$ cat config.mk
export PLATFORM = sky130hd
export DESIGN_NAME = permutation_segment_reverse_rotate
export DESIGN_NICKNAME = d
export VERILOG_FILES = /design/src/hw/rtl/psrr_pkg.sv /design/src/hw/rtl/permutation_segment_reverse_rotate.sv /design/src/hw/rtl/psrr_front.sv /design/src/hw/rtl/psrr_queue.sv /design/src/hw/rtl/psrr_back.sv
export SDC_FILE = /design/constraint.sdc
export NUM_CORES = 1
export LEC_CHECK = 0
export BUFFER_PORTS_ARGS = -buffer_cell sky130_fd_sc_hd__buf_2
export CAP_MARGIN = 40
export CORE_AREA = 2 2 236 238
export CTS_CLUSTER_SIZE = 12
export DETAILED_ROUTE_END_ITERATION = 12
export DIE_AREA = 0 0 238 240
export PLACE_DENSITY = 0.76
export SLEW_MARGIN = 10
export SYNTH_ARGS = -nofsm -noshare
export SYNTH_HDL_FRONTEND = slang
export SYNTH_SLANG_ARGS = --single-unit
$ cat constraint.sdc
create_clock -name clk -period 5.55 [get_ports clk]
set_input_delay 0.555 -clock clk [delete_from_list [all_inputs] [get_ports clk]]
set_output_delay 0.555 -clock clk [all_outputs]
set_load 0.005 [all_outputs]
$ cat src/hw/rtl/psrr_pkg.sv
// Shared sizes, request types and state encodings for the segment reverse/rotate block.
// No dependencies; every other file in hw/rtl refers to this package by scoped names.
`default_nettype none

package psrr_pkg;

  // Store size and the widths that follow from it.
  localparam int MaxEntries = 64;
  localparam int AddrW      = $clog2(MaxEntries);
  localparam int CntW       = $clog2(MaxEntries + 1);

  // Field widths fixed by the interface.
  localparam int ValW = 7;
  localparam int OpW  = 2;
  localparam int CfgW = 7;

  // Request queue between the front and the back.
  localparam int QueueDepth = 2;
  localparam int QPtrW      = $clog2(QueueDepth);
  localparam int QCntW      = $clog2(QueueDepth + 1);

  typedef enum logic [OpW-1:0] {
    OP_INIT    = 2'd0,
    OP_REVERSE = 2'd1,
    OP_ROTATE  = 2'd2,
    OP_DUMP    = 2'd3
  } op_t;

  // One classified request as it travels through the queue.
  typedef struct packed {
    op_t             op;
    logic [ValW-1:0] first_value;
    logic [ValW-1:0] second_value;
    logic [CntW-1:0] count;
  } cmd_t;

  // Queue status as seen by the back end.
  typedef struct packed {
    cmd_t head;
    logic empty;
  } q_stat_t;

  typedef enum logic [3:0] {
    BK_IDLE,
    BK_SWEEP,
    BK_CHECK,
    BK_RV_READ,
    BK_RV_WLO,
    BK_RV_WHI,
    BK_RT_READ,
    BK_RT_MOVE,
    BK_RT_SHIFT,
    BK_RT_LAST
  } back_state_t;

endpackage

`default_nettype wire

$ cat src/hw/rtl/permutation_segment_reverse_rotate.sv
// Top level of the permutation store with segment reverse and rotate.
// Depends on psrr_pkg and instantiates psrr_front, psrr_queue and psrr_back.
`default_nettype none

// A request is taken at any clock edge where start is high and busy is low; a
// two-deep queue lets the next requests be taken while one is carried out, and
// busy rises only when that queue is full. Each request is worked by the back
// end from a single-write, dual-read order store, so its time depends on the
// entry count n in use. Init is done once it is dispatched; a dump sweeps the
// store and shows its entries on out_strobe on consecutive cycles, the last
// marked by out_last_entry; reverse and rotate first sweep the store to find
// both values and check the positions, then reverse reads and writes back each
// swapped pair in turn, and rotate moves the front entry of the segment to its
// end and shifts the rest one place toward the front. Results cannot be held off
// by the receiver, so each one must be captured in the cycle its strobe is high.
// The entry count is writable at any time but must only be changed while no
// request is pending. There is no clearing pass after reset.
module permutation_segment_reverse_rotate (
  input  wire logic                      clk,
  input  wire logic                      rst_n,
  input  wire logic                      start,
  output logic                           busy,
  input  wire logic [psrr_pkg::OpW-1:0]  in_opcode,
  input  wire logic [psrr_pkg::ValW-1:0] in_first_value,
  input  wire logic [psrr_pkg::ValW-1:0] in_second_value,
  output logic                           out_strobe,
  output logic [psrr_pkg::ValW-1:0]      out_entry_value,
  output logic                           out_last_entry,
  input  wire logic                      cfg_valid,
  output logic                           cfg_ready,
  input  wire logic [psrr_pkg::CfgW-1:0] cfg_entry_count
);

  logic               q_full;
  logic               push;
  logic               q_pop;
  psrr_pkg::cmd_t     push_cmd;
  psrr_pkg::q_stat_t  q_stat;

  // Request intake and classification.
  psrr_front u_front (
    .clk             (clk),
    .rst_n           (rst_n),
    .start           (start),
    .in_opcode       (in_opcode),
    .in_first_value  (in_first_value),
    .in_second_value (in_second_value),
    .cfg_valid       (cfg_valid),
    .cfg_ready       (cfg_ready),
    .cfg_entry_count (cfg_entry_count),
    .q_full          (q_full),
    .busy            (busy),
    .push            (push),
    .push_cmd        (push_cmd)
  );

  // Queue between the two halves.
  psrr_queue u_queue (
    .clk      (clk),
    .rst_n    (rst_n),
    .push     (push),
    .push_cmd (push_cmd),
    .pop      (q_pop),
    .full     (q_full),
    .stat     (q_stat)
  );

  // Store and sequencer.
  psrr_back u_back (
    .clk             (clk),
    .rst_n           (rst_n),
    .q_stat          (q_stat),
    .q_pop           (q_pop),
    .out_strobe      (out_strobe),
    .out_entry_value (out_entry_value),
    .out_last_entry  (out_last_entry)
  );

  // A taken request is in the queue on the next cycle.
  a_push_lands: assert property (@(posedge clk) disable iff (!rst_n)
    (start && !busy) |=> !q_stat.empty)
    else $error("accepted request did not reach the queue");

  // Dump entries come on consecutive cycles until the marked last one.
  a_dump_continuous: assert property (@(posedge clk) disable iff (!rst_n)
    (out_strobe && !out_last_entry) |=> out_strobe)
    else $error("dump stream broke before its last entry");

  // The last entry of a dump ends the stream.
  a_dump_ends: assert property (@(posedge clk) disable iff (!rst_n)
    (out_strobe && out_last_entry) |=> !out_strobe)
    else $error("result shown right after the last entry of a dump");

endmodule

`default_nettype wire

$ cat src/hw/rtl/psrr_front.sv
// Front end: holds the entry count register, accepts requests and classifies them.
// Depends on psrr_pkg; feeds psrr_queue.
`default_nettype none

module psrr_front (
  input  wire logic                     clk,
  input  wire logic                     rst_n,
  input  wire logic                     start,
  input  wire logic [psrr_pkg::OpW-1:0] in_opcode,
  input  wire logic [psrr_pkg::ValW-1:0] in_first_value,
  input  wire logic [psrr_pkg::ValW-1:0] in_second_value,
  input  wire logic                     cfg_valid,
  output logic                          cfg_ready,
  input  wire logic [psrr_pkg::CfgW-1:0] cfg_entry_count,
  input  wire logic                     q_full,
  output logic                          busy,
  output logic                          push,
  output psrr_pkg::cmd_t                push_cmd
);

  logic [psrr_pkg::CfgW-1:0] entry_count_r;
  logic [psrr_pkg::CfgW-1:0] entry_count_nxt;
  logic [psrr_pkg::CntW-1:0] active_count;

  // The register is always writable; the user must write it only while the block is idle (not enforced here).
  assign cfg_ready = 1'b1;

  always_comb begin
    entry_count_nxt = entry_count_r;
    if (cfg_valid && cfg_ready) begin
      entry_count_nxt = cfg_entry_count;
    end
  end

  always_ff @(posedge clk) begin
    if (!rst_n) begin
      entry_count_r <= psrr_pkg::CfgW'(psrr_pkg::MaxEntries);
    end else begin
      entry_count_r <= entry_count_nxt;
    end
  end

  // Clamp the count in use to 1..MaxEntries; zero acts as one.
  always_comb begin
    if (entry_count_r == '0) begin
      active_count = psrr_pkg::CntW'(1);
    end else if (entry_count_r > psrr_pkg::CfgW'(psrr_pkg::MaxEntries)) begin
      active_count = psrr_pkg::CntW'(psrr_pkg::MaxEntries);
    end else begin
      active_count = psrr_pkg::CntW'(entry_count_r);
    end
  end

  // A request is taken whenever the queue has room.
  assign busy = q_full;
  assign push = start && !q_full;

  always_comb begin
    push_cmd.op           = psrr_pkg::op_t'(in_opcode);
    push_cmd.first_value  = in_first_value;
    push_cmd.second_value = in_second_value;
    push_cmd.count        = active_count;
  end

endmodule

`default_nettype wire

$ cat src/hw/rtl/psrr_queue.sv
// Short request queue between the front end and the back end.
// Depends on psrr_pkg for the request type and depth.
`default_nettype none

module psrr_queue (
  input  wire logic           clk,
  input  wire logic           rst_n,
  input  wire logic           push,
  input  wire psrr_pkg::cmd_t push_cmd,
  input  wire logic           pop,
  output logic                full,
  output psrr_pkg::q_stat_t   stat
);

  psrr_pkg::cmd_t              slot_r [psrr_pkg::QueueDepth];
  logic [psrr_pkg::QPtrW-1:0]  wr_ptr_r, wr_ptr_nxt;
  logic [psrr_pkg::QPtrW-1:0]  rd_ptr_r, rd_ptr_nxt;
  logic [psrr_pkg::QCntW-1:0]  fill_r, fill_nxt;
  logic                        do_push, do_pop;

  assign full       = (fill_r == psrr_pkg::QCntW'(psrr_pkg::QueueDepth));
  assign stat.empty = (fill_r == '0);
  assign stat.head  = slot_r[rd_ptr_r];

  assign do_push = push && !full;
  assign do_pop  = pop && !stat.empty;

  // Pointer and fill bookkeeping.
  always_comb begin
    wr_ptr_nxt = wr_ptr_r;
    rd_ptr_nxt = rd_ptr_r;
    fill_nxt   = fill_r;
    if (do_push) begin
      wr_ptr_nxt = (wr_ptr_r == psrr_pkg::QPtrW'(psrr_pkg::QueueDepth - 1)) ? '0
                                                                             : wr_ptr_r + 1'b1;
    end
    if (do_pop) begin
      rd_ptr_nxt = (rd_ptr_r == psrr_pkg::QPtrW'(psrr_pkg::QueueDepth - 1)) ? '0
                                                                             : rd_ptr_r + 1'b1;
    end
    if (do_push && !do_pop) begin
      fill_nxt = fill_r + 1'b1;
    end else if (do_pop && !do_push) begin
      fill_nxt = fill_r - 1'b1;
    end
  end

  always_ff @(posedge clk) begin
    if (!rst_n) begin
      wr_ptr_r <= '0;
      rd_ptr_r <= '0;
      fill_r   <= '0;
    end else begin
      wr_ptr_r <= wr_ptr_nxt;
      rd_ptr_r <= rd_ptr_nxt;
      fill_r   <= fill_nxt;
    end
  end

  // Request storage carries no reset.
  always_ff @(posedge clk) begin
    if (do_push) begin
      slot_r[wr_ptr_r] <= push_cmd;
    end
  end

endmodule

`default_nettype wire

$ cat src/hw/rtl/psrr_back.sv
// Back end: the order store and the sequencer that searches, permutes and dumps it.
// Depends on psrr_pkg; takes requests from psrr_queue.
`default_nettype none

module psrr_back (
  input  wire logic                      clk,
  input  wire logic                      rst_n,
  input  wire psrr_pkg::q_stat_t         q_stat,
  output logic                           q_pop,
  output logic                           out_strobe,
  output logic [psrr_pkg::ValW-1:0]      out_entry_value,
  output logic                           out_last_entry
);

  localparam int AddrW = psrr_pkg::AddrW;
  localparam int CntW  = psrr_pkg::CntW;
  localparam int ValW  = psrr_pkg::ValW;

  // Order store: one write port, two registered read ports. An entry whose
  // valid bit is clear reads as the identity value, position plus one.
  logic [ValW-1:0]              store_mem [psrr_pkg::MaxEntries];
  logic [psrr_pkg::MaxEntries-1:0] vld_r;

  logic             rd_a_en, rd_b_en, wr_en, clr_all;
  logic [AddrW-1:0] rd_a_addr, rd_b_addr, wr_addr;
  logic [ValW-1:0]  wr_data;

  logic [ValW-1:0]  rdat_a_r, rdat_b_r;
  logic             rvld_a_r, rvld_b_r;
  logic [AddrW-1:0] radr_a_r, radr_b_r;
  logic [ValW-1:0]  val_a, val_b;

  psrr_pkg::back_state_t state_r, state_nxt;
  psrr_pkg::cmd_t        cmd_r, cmd_nxt;
  logic [CntW-1:0]       issue_r, issue_nxt;
  logic                  live_r, live_nxt;
  logic [AddrW-1:0]      pa_r, pa_nxt, pb_r, pb_nxt;
  logic [AddrW-1:0]      lo_r, lo_nxt, hi_r, hi_nxt;
  logic [ValW-1:0]       moved_r, moved_nxt;
  logic                  out_strobe_r, out_strobe_nxt;
  logic [ValW-1:0]       out_value_r, out_value_nxt;
  logic                  out_last_r, out_last_nxt;

  logic                  issuing;
  logic                  sweep_done;
  logic                  rv_more, rt_more;

  // Store write and registered reads.
  always_ff @(posedge clk) begin
    if (wr_en) begin
      store_mem[wr_addr] <= wr_data;
    end
    if (rd_a_en) begin
      rdat_a_r <= store_mem[rd_a_addr];
      radr_a_r <= rd_a_addr;
    end
    if (rd_b_en) begin
      rdat_b_r <= store_mem[rd_b_addr];
      radr_b_r <= rd_b_addr;
    end
  end

  // Valid bits: cleared by reset and by init, set by any write.
  always_ff @(posedge clk) begin
    if (!rst_n) begin
      vld_r    <= '0;
      rvld_a_r <= 1'b0;
      rvld_b_r <= 1'b0;
    end else begin
      if (clr_all) begin
        vld_r <= '0;
      end else if (wr_en) begin
        vld_r[wr_addr] <= 1'b1;
      end
      if (rd_a_en) begin
        rvld_a_r <= vld_r[rd_a_addr];
      end
      if (rd_b_en) begin
        rvld_b_r <= vld_r[rd_b_addr];
      end
    end
  end

  assign val_a = rvld_a_r ? rdat_a_r : ValW'(radr_a_r) + ValW'(1);
  assign val_b = rvld_b_r ? rdat_b_r : ValW'(radr_b_r) + ValW'(1);

  // Loop conditions for the sweep and the two permutations.
  assign issuing    = (state_r == psrr_pkg::BK_SWEEP) && (issue_r < cmd_r.count);
  assign sweep_done = live_r && (issue_r == cmd_r.count);
  assign rv_more    = (CntW'(lo_r) + CntW'(2)) < CntW'(hi_r);
  assign rt_more    = (CntW'(lo_r) + CntW'(1)) < CntW'(hi_r);

  // Next state.
  always_comb begin
    state_nxt = state_r;
    case (state_r)
      psrr_pkg::BK_IDLE: begin
        if (!q_stat.empty) begin
          state_nxt = (q_stat.head.op == psrr_pkg::OP_INIT) ? psrr_pkg::BK_IDLE
                                                            : psrr_pkg::BK_SWEEP;
        end
      end
      psrr_pkg::BK_SWEEP: begin
        if (sweep_done) begin
          state_nxt = (cmd_r.op == psrr_pkg::OP_DUMP) ? psrr_pkg::BK_IDLE
                                                      : psrr_pkg::BK_CHECK;
        end
      end
      psrr_pkg::BK_CHECK: begin
        if (pa_r >= pb_r) begin
          state_nxt = psrr_pkg::BK_IDLE;
        end else if (cmd_r.op == psrr_pkg::OP_REVERSE) begin
          state_nxt = psrr_pkg::BK_RV_READ;
        end else begin
          state_nxt = psrr_pkg::BK_RT_READ;
        end
      end
      psrr_pkg::BK_RV_READ:  state_nxt = psrr_pkg::BK_RV_WLO;
      psrr_pkg::BK_RV_WLO:   state_nxt = psrr_pkg::BK_RV_WHI;
      psrr_pkg::BK_RV_WHI: begin
        state_nxt = rv_more ? psrr_pkg::BK_RV_READ : psrr_pkg::BK_IDLE;
      end
      psrr_pkg::BK_RT_READ:  state_nxt = psrr_pkg::BK_RT_MOVE;
      psrr_pkg::BK_RT_MOVE:  state_nxt = psrr_pkg::BK_RT_SHIFT;
      psrr_pkg::BK_RT_SHIFT: begin
        state_nxt = rt_more ? psrr_pkg::BK_RT_SHIFT : psrr_pkg::BK_RT_LAST;
      end
      psrr_pkg::BK_RT_LAST:  state_nxt = psrr_pkg::BK_IDLE;
      default:               state_nxt = psrr_pkg::BK_IDLE;
    endcase
  end

  // Store controls and datapath register updates for each state.
  always_comb begin
    q_pop          = 1'b0;
    rd_a_en        = 1'b0;
    rd_a_addr      = issue_r[AddrW-1:0];
    rd_b_en        = 1'b0;
    rd_b_addr      = hi_r;
    wr_en          = 1'b0;
    wr_addr        = lo_r;
    wr_data        = val_b;
    clr_all        = 1'b0;
    cmd_nxt        = cmd_r;
    issue_nxt      = issue_r;
    live_nxt       = 1'b0;
    pa_nxt         = pa_r;
    pb_nxt         = pb_r;
    lo_nxt         = lo_r;
    hi_nxt         = hi_r;
    moved_nxt      = moved_r;
    out_strobe_nxt = 1'b0;
    out_value_nxt  = out_value_r;
    out_last_nxt   = out_last_r;
    case (state_r)
      psrr_pkg::BK_IDLE: begin
        // Take the next request; init only drops every written entry.
        if (!q_stat.empty) begin
          q_pop     = 1'b1;
          cmd_nxt   = q_stat.head;
          issue_nxt = '0;
          pa_nxt    = '0;
          pb_nxt    = '0;
          clr_all   = (q_stat.head.op == psrr_pkg::OP_INIT);
        end
      end
      psrr_pkg::BK_SWEEP: begin
        // Read the entries in use front first, one a cycle.
        if (issuing) begin
          rd_a_en   = 1'b1;
          issue_nxt = issue_r + 1'b1;
          live_nxt  = 1'b1;
        end
        // Emit for a dump, otherwise record where each value stands.
        if (live_r) begin
          if (cmd_r.op == psrr_pkg::OP_DUMP) begin
            out_strobe_nxt = 1'b1;
            out_value_nxt  = val_a;
            out_last_nxt   = (CntW'(radr_a_r) + CntW'(1)) == cmd_r.count;
          end else begin
            if (val_a == cmd_r.first_value) begin
              pa_nxt = radr_a_r;
            end
            if (val_a == cmd_r.second_value) begin
              pb_nxt = radr_a_r;
            end
          end
        end
      end
      psrr_pkg::BK_CHECK: begin
        lo_nxt = pa_r;
        hi_nxt = pb_r;
      end
      psrr_pkg::BK_RV_READ: begin
        rd_a_en   = 1'b1;
        rd_a_addr = lo_r;
        rd_b_en   = 1'b1;
        rd_b_addr = hi_r;
      end
      psrr_pkg::BK_RV_WLO: begin
        wr_en   = 1'b1;
        wr_addr = lo_r;
        wr_data = val_b;
      end
      psrr_pkg::BK_RV_WHI: begin
        wr_en   = 1'b1;
        wr_addr = hi_r;
        wr_data = val_a;
        lo_nxt  = lo_r + 1'b1;
        hi_nxt  = hi_r - 1'b1;
      end
      psrr_pkg::BK_RT_READ: begin
        rd_a_en   = 1'b1;
        rd_a_addr = lo_r;
      end
      psrr_pkg::BK_RT_MOVE: begin
        moved_nxt = val_a;
        rd_a_en   = 1'b1;
        rd_a_addr = lo_r + 1'b1;
      end
      psrr_pkg::BK_RT_SHIFT: begin
        // Write one place toward the front while the next entry is read.
        wr_en   = 1'b1;
        wr_addr = lo_r;
        wr_data = val_a;
        lo_nxt  = lo_r + 1'b1;
        if (rt_more) begin
          rd_a_en   = 1'b1;
          rd_a_addr = lo_r + AddrW'(2);
        end
      end
      psrr_pkg::BK_RT_LAST: begin
        wr_en   = 1'b1;
        wr_addr = hi_r;
        wr_data = moved_r;
      end
      default: begin
        q_pop = 1'b0;
      end
    endcase
  end

  // Control registers.
  always_ff @(posedge clk) begin
    if (!rst_n) begin
      state_r      <= psrr_pkg::BK_IDLE;
      live_r       <= 1'b0;
      out_strobe_r <= 1'b0;
    end else begin
      state_r      <= state_nxt;
      live_r       <= live_nxt;
      out_strobe_r <= out_strobe_nxt;
    end
  end

  // Payload registers.
  always_ff @(posedge clk) begin
    cmd_r       <= cmd_nxt;
    issue_r     <= issue_nxt;
    pa_r        <= pa_nxt;
    pb_r        <= pb_nxt;
    lo_r        <= lo_nxt;
    hi_r        <= hi_nxt;
    moved_r     <= moved_nxt;
    out_value_r <= out_value_nxt;
    out_last_r  <= out_last_nxt;
  end

  assign out_strobe      = out_strobe_r;
  assign out_entry_value = out_value_r;
  assign out_last_entry  = out_last_r;

endmodule

`default_nettype wire

Word level (Yosys, flattened, before mapping)
Memory sizes are Yosys's and may differ from the RTL's. A register that Yosys moved wholly into a read port is not among the register bits.
Index checks and enable logic that the tools add are counted.
- output and inout bits: 11
- bits in read-only memories: 0
- bits in writable memories: 494
- register bits after elaboration: 164
- bits in latches: 0
- memories: 2
- memory list (name ; depth ; width ; rd ports ; clocked after Yosys merged registers in ; wr ports ; RTL line ; RTL):
    u_back.store_mem ; 64 ; 7 ; 2 ; 2 ; 1 ; psrr_back.sv:21 ; logic [ValW-1:0] store_mem [psrr_pkg::MaxEntries];
    u_queue.slot_r ; 2 ; 23 ; 1 ; 1 ; 1 ; psrr_queue.sv:15 ; psrr_pkg::cmd_t slot_r [psrr_pkg::QueueDepth];
- multiplexer cells: 57
- bitwise gates (word level): 3
- equal/unequal tests: 23
- magnitude comparators: 9
- reductions and logical operators: 34
- div/mod/pow operators: 0
- add/sub/neg operators: 12
- shifts and indexed selects: 0
- multiply operators: 0
- operator list (cell ; number):
    OR 64 bit ; 1
    2-to-1 mux 6 bit ; 9
    case mux 6 bit (2 select lines) ; 4
    2-to-1 mux 7 bit ; 6
    case mux 4 bit (9 select lines) ; 1
    == test 7 bit ; 4
    case mux 7 bit (2 select lines) ; 2
    2-to-1 mux 1 bit ; 22
    adder 6 x 1 -> 7 bit, second input constant ; 3
    less-than comparator 6 x 7 -> 1 bit, second input constant ; 3
    case mux 6 bit (3 select lines) ; 1
    == test 4 x 3 -> 1 bit, second input constant ; 4
    less-than comparator 7 x 6 -> 1 bit ; 2
    binary-select mux 1 bit (select 6 bit) ; 2
    2-to-1 mux 4 bit ; 3
    AND reduction 5 bit ; 2
    AND reduction 3 bit ; 3
    == test 4 x 2 -> 1 bit, second input constant ; 2
    == test 4 bit, second input constant ; 2
    logical AND 1 bit ; 8
    2-to-1 mux 2 bit ; 4
    inequality test 2 bit, second input constant ; 4
    nonzero test 2 bit ; 4
    OR reduction 2 bit ; 4
    other kinds (27) ; 38

Longest topological paths before layout
- depth in word-level cells: 8
- depth in mapped cells: 20

Modules after synthesis
A second synthesis with hierarchy kept.
- cell total of the unflattened synthesis: 2674
- area, all modules: 32616.3 um2
- by module, submodules not included (module ; area each (um2) ; sequential area each (um2) ; times used ; cells an instance):
    psrr_back ; 30266.5 ; 17747.0 ; 1 ; 2527
    psrr_queue ; 1884.3 ; 1481.4 ; 1 ; 96
    psrr_front ; 465.4 ; 140.1 ; 1 ; 51

Worst setup path before layout
OpenSTA, ideal clock, no wires.
- kind: flip-flop to flip-flop
- start: register u_back.state_r[1]
- end: memory u_back.store_mem[0][0], data pin
- period minus slack after synthesis: 4705 ps
- path slack: 845 ps
- cell stages (with the launch flop): 7
- arrival time: 4003 ps
- required time: 4848 ps
- cells stage by stage: dfxtp_1 -> clkbuf_1 -> nand2b_1 -> or2_2 -> clkbuf_1 -> o21ai_1 -> o21ai_0
- longest elaborated chain between the ends: 3
- elaborated cells between the ends (all ways): 5
- classes of those cells: 3 x eq/ne; 1 x mux; 1 x reduce/logical
- ends and longest elaborated chain (element ; RTL line ; RTL):
    start, declared ; psrr_back.sv:33 ; psrr_pkg::back_state_t state_r, state_nxt;
    start signal, assigned ; psrr_back.sv:246 ; state_r <= psrr_pkg::BK_IDLE;
    start signal, assigned ; psrr_back.sv:250 ; state_r <= state_nxt;
    == test 4 x 3 -> 1 bit / == test 4 bit (equally long branches) ; psrr_back.sv:155 ; case (state_r)
    OR reduction 2 bit (no source line) ; -- ;
    case mux 7 bit (2 select lines) (*) ; psrr_back.sv:155 ;
    net u_back.wr_data[0] ; psrr_back.sv:26 ; logic [ValW-1:0] wr_data;
    end, declared ; psrr_back.sv:21 ;
The timed path passes the listed nets; every way through them passes the cells marked *.

Worst setup path in the final report
- start: register u_back.lo_r[1]
- end: register u_back.rdat_a_r[5] (read register of u_back.store_mem), data pin
- longest elaborated chain between the ends: 4
- elaborated cells between the ends (all ways): 8
- classes of those cells: 3 x add/sub; 1 x order compare; 4 x mux
- ends and longest elaborated chain (element ; RTL line ; RTL):
    start, declared ; psrr_back.sv:38 ; logic [AddrW-1:0] lo_r, lo_nxt, hi_r, hi_nxt;
    start signal, assigned ; psrr_back.sv:262 ; lo_r <= lo_nxt;
    adder 6 x 1 -> 7 bit ; psrr_back.sv:91 ; assign rt_more = (CntW'(lo_r) + CntW'(1)) < CntW'(hi_r);
    less-than comparator 7 x 6 -> 1 bit ; psrr_back.sv:91 ;
    2-to-1 mux 6 bit / 2-to-1 mux 1 bit (equally long branches) ; psrr_back.sv:227 ; if (rt_more) begin
    case mux 6 bit (3 select lines) / case mux 1 bit (3 select lines) (equally long branches) ; psrr_back.sv:155 ;
    end, declared ; psrr_back.sv:28 ; logic [ValW-1:0] rdat_a_r, rdat_b_r;
Several ways; a longest one is shown, not always the timed one.
A chain may end at the register's enable or synchronous reset.

==> results_dict.tcl <==
set metrics [dict create \
    synth.most_common_cell "sky130_fd_sc_hd__edfxtp_1" \
    worst_skew_pair.late_latency_ns 0.61 \
    switching_share_pct 33.1 \
    average_instance_area_after_synthesis_um2 15.6 \
    routabilityCongestion 0.968 \
    syn2layout_area_growth_pct 11.5 \
    post_synth_most_frequent_cells "sky130_fd_sc_hd__edfxtp_1 (589), sky130_fd_sc_hd__mux2i_1 (469), sky130_fd_sc_hd__mux4_2 (168)" \
    timing_worst_slew_pin_value_ns 1.09 \
    layout_min_cycle_time_ns 5.22 \
    ctsLongestPathBuffers 3 \
    ioPinCount 38 \
    timing_limited_maximum_frequency_ghz 0.192 \
    finalNonFillerCells 2927 \
    clockRootBuffer "sky130_fd_sc_hd__clkbuf_16" \
    status "completed" \
    core_region_area_um2 54700 \
    slew_viol_final 0 \
    drtAntennaViolNets 0 \
    num_vias 19503 \
    cp-end-kind "flip-flop" \
    worst_setup_path_start_kind "flip-flop" \
    die_y_um 240 \
    final_design_area_no_fill_um2 36300 \
    post-dp-hpwl_mm 56.3 \
    route.detailed.vias_per_inst 6.66 \
    die_wd_um 238 \
    cts_tree "done" \
    dieArea_um2 57100 \
    critical_path_peak_fanout 76 \
    path_delay_family "multiplexers" \
    worst_ir_drop_vdd_v 0.000308 \
    n_antenna_cell 0 \
    yosys_register_bits 673 \
    layout_worst_path_cycle_share_pct 94.1 \
    synth_seq_area_share_pct 59.5 \
    finalHoldViolations 0 \
    synth_edf_count 589 \
    gr-usage-all-layers_pct 30.0 \
    clock_group_share_of_total_power_pct 27.8 \
    worst_path_largest_cell_delay_ns 0.54 \
    cp_required_ns 5.88 \
    drt_first_pass_iters 6 \
    groute.layer.met3.usage_pct 5.74 \
    setup-violations-final 0 \
    crit_buf_inv 4 \
    avgRoutedWirePerCell_um 28.8 \
    post-synth-top-area-cell "sky130_fd_sc_hd__edfxtp_1" \
    grt.met1_usage_pct 41.4 \
    synth_cells 2083 \
    pin_count_of_the_biggest_net_entering_global_routing 133 \
    yosys.cell_types.count 66 \
    starting_density_of_the_core_pct 59.6 \
    synth.area.top_cells "sky130_fd_sc_hd__edfxtp_1 (54%), sky130_fd_sc_hd__mux2i_1 (14%), sky130_fd_sc_hd__mux4_2 (12%)" \
    power-per-cell-area_nw_per_um2 454 \
    power_leakage_uw 0.0130 \
    critical_path.most_common_cell "sky130_fd_sc_hd__mux2i_1" \
    grt_first_pass_wirelength_mm 125 \
    grt_pass1_vias 19674 \
    synth_async_sr_flop_share_pct 0 \
    port_buffers 36 \
    cts_made_buffers 72 \
    floorplan.rows 86 \
    finish.net_count 2228 \
    synth_top_area_share_pct 54.3 \
    dpl.cell_count 2798 \
    gr-total-overflow 0 \
    holdWs_ns 0.137 \
    timing_worst_setup_path_type "reg2reg" \
    drive_gt1_share_pct 21.0 \
    unrepaired_setup_endpoints_after_global_routing "false" \
    critPathArrivalTime_ns 5.55 \
    mappedNetlistArea_um2 32600 \
    final_layout_setup_total_negative_slack_ns 0 \
    intPower_uw 11000 \
    holdBufCountCts 0 \
    max-cap-violations 0 \
    antenna_found_initial 0 \
    ys_warn_count 0 \
    p_switching_uw 5450 \
    worst_path_clk_slew_ns 0.06 \
    initialDrtViolationCount 2220 \
    finClkSkew_ns 0.0197 \
    syn_nets 2140 \
    met2_grt_util_pct 47.1 \
    cpMaxStageDelayCell "sky130_fd_sc_hd__edfxtp_1" \
    numClockSinks 673 \
    globalRoute.busiestLayer "met2" \
    sequential_share_of_power_pct 38.1 \
    post_route_wl_mm 84.3 \
    cts_htree_levels 3 \
    hold_class "in2reg" \
    drcViolationCount 0 \
    power.share.combinational_pct 34.1 \
    ys.flop_type "sky130_fd_sc_hd__edfxtp_1" \
    post_dp_cell_area_um2 34000 \
    critical_path_cell_sequence "ha_1, nand3_1, xor2_1, inv_1, ha_1, a21o_1, a21oi_1, o211ai_2, o31a_1, and2_4, inv_16, buf_4, buf_4, mux2i_1, mux2i_1, mux2i_1, mux2i_1, mux2i_1, mux2i_1" \
    relSlewSlack_pct 27.6 \
]
[cell usage in the layout, fill, tap and decap left out, drive strengths merged, types with 30 or more instances in the layout]
cell    synthesis  layout
inv            37      38
clkbuf         50     104
o21a           65      65
edfxtp        589     589
nand2         100     100
ha             30      30
buf            78     142
mux4          168     168
nor2          102     102
dfxtp          84      84
mux2i         469     469
[power by group through the flow]
stage / combinational, µW / sequential (µW) / clock, µW
final: 5610 / 6280 / 4580
after global routing: 5900 / 6300 / 4830
after CTS: 5560 / 6270 / 4640
after detailed placement: 5510 / 6380 / 0
after global placement: 5350 / 6370 / 0
after floorplan: 3910 / 6240 / 0
[area by class of cell]
type | instances | area [µm²]
clock inverters | 22 | 163
well taps | 704 | 881
inverters | 37 | 156
flip-flops and latches | 673 | 19400
multi-input cells | 1245 | 12500
clock buffers | 104 | 2080
repair buffers | 142 | 1160
fillers | 3789 | 18300
[metrics by stage]
step | power (µW) | worst slack, ns | utilization, %
after floorplan | 10200 | 0.845 | -
after global placement | 11700 | 0.502 | 61.5
after detailed placement | 11900 | 0.303 | 62.3
after CTS | 16500 | 0.224 | 66.4
after global routing | 17000 | 0.121 | 66.4
final | 16500 | 0.329 | 66.4
[worst paths after layout]
check,cells after the start,endpoint,slack (ns),startpoint
worst max register to register,19,u_back.rdat_a_r[5],0.33,u_back.lo_r[1]
worst min register to register,1,u_back.vld_r[14],0.49,u_back.vld_r[14]
worst max-delay path,19,u_back.rdat_a_r[5],0.33,u_back.lo_r[1]
worst min-delay path,1,u_queue.slot_r[1][17],0.14,in_first_value[3]
[registers in the layout, indices dropped and copies added (netlist names), 7 cells and up, named ones only]
name / cells
u_back.rdat_b_r: 7
u_back.rdat_a_r: 7
u_queue.slot_r: 46
u_back.store_mem: 448
u_back.issue_r: 7
u_back.moved_r: 7
u_back.cmd_r: 23
u_back.vld_r: 64
u_back.out_entry_value: 7
u_front.entry_count_r: 7
[cell families after synthesis]
family,after synthesis,share of synthesized area [%]
xor gates and xnor gates,49,1.32
and+or+nand+nor,318,4.53
DFF,673,59.5
muxes,666,27.0
buffers and inverters,165,2.50
other,1,0.0115
AOI/OAI and AO/OA,181,3.97
adders and majority gates,30,1.15
[layer usage]
metal,up-vias,share of wire [%]
met5,-,0
met4,0,4.4
met3,209,8.4
met2,945,47
met1,9980,40
li1,8369,-
[what timing repair did]
item	4_1_cts	5_1_grt
endpoints found under the hold margin	0	0
gates resized for setup	0	2
buffers inserted	0	0
setup endpoints to repair	0	1
(Power assumes the default switching activity.)
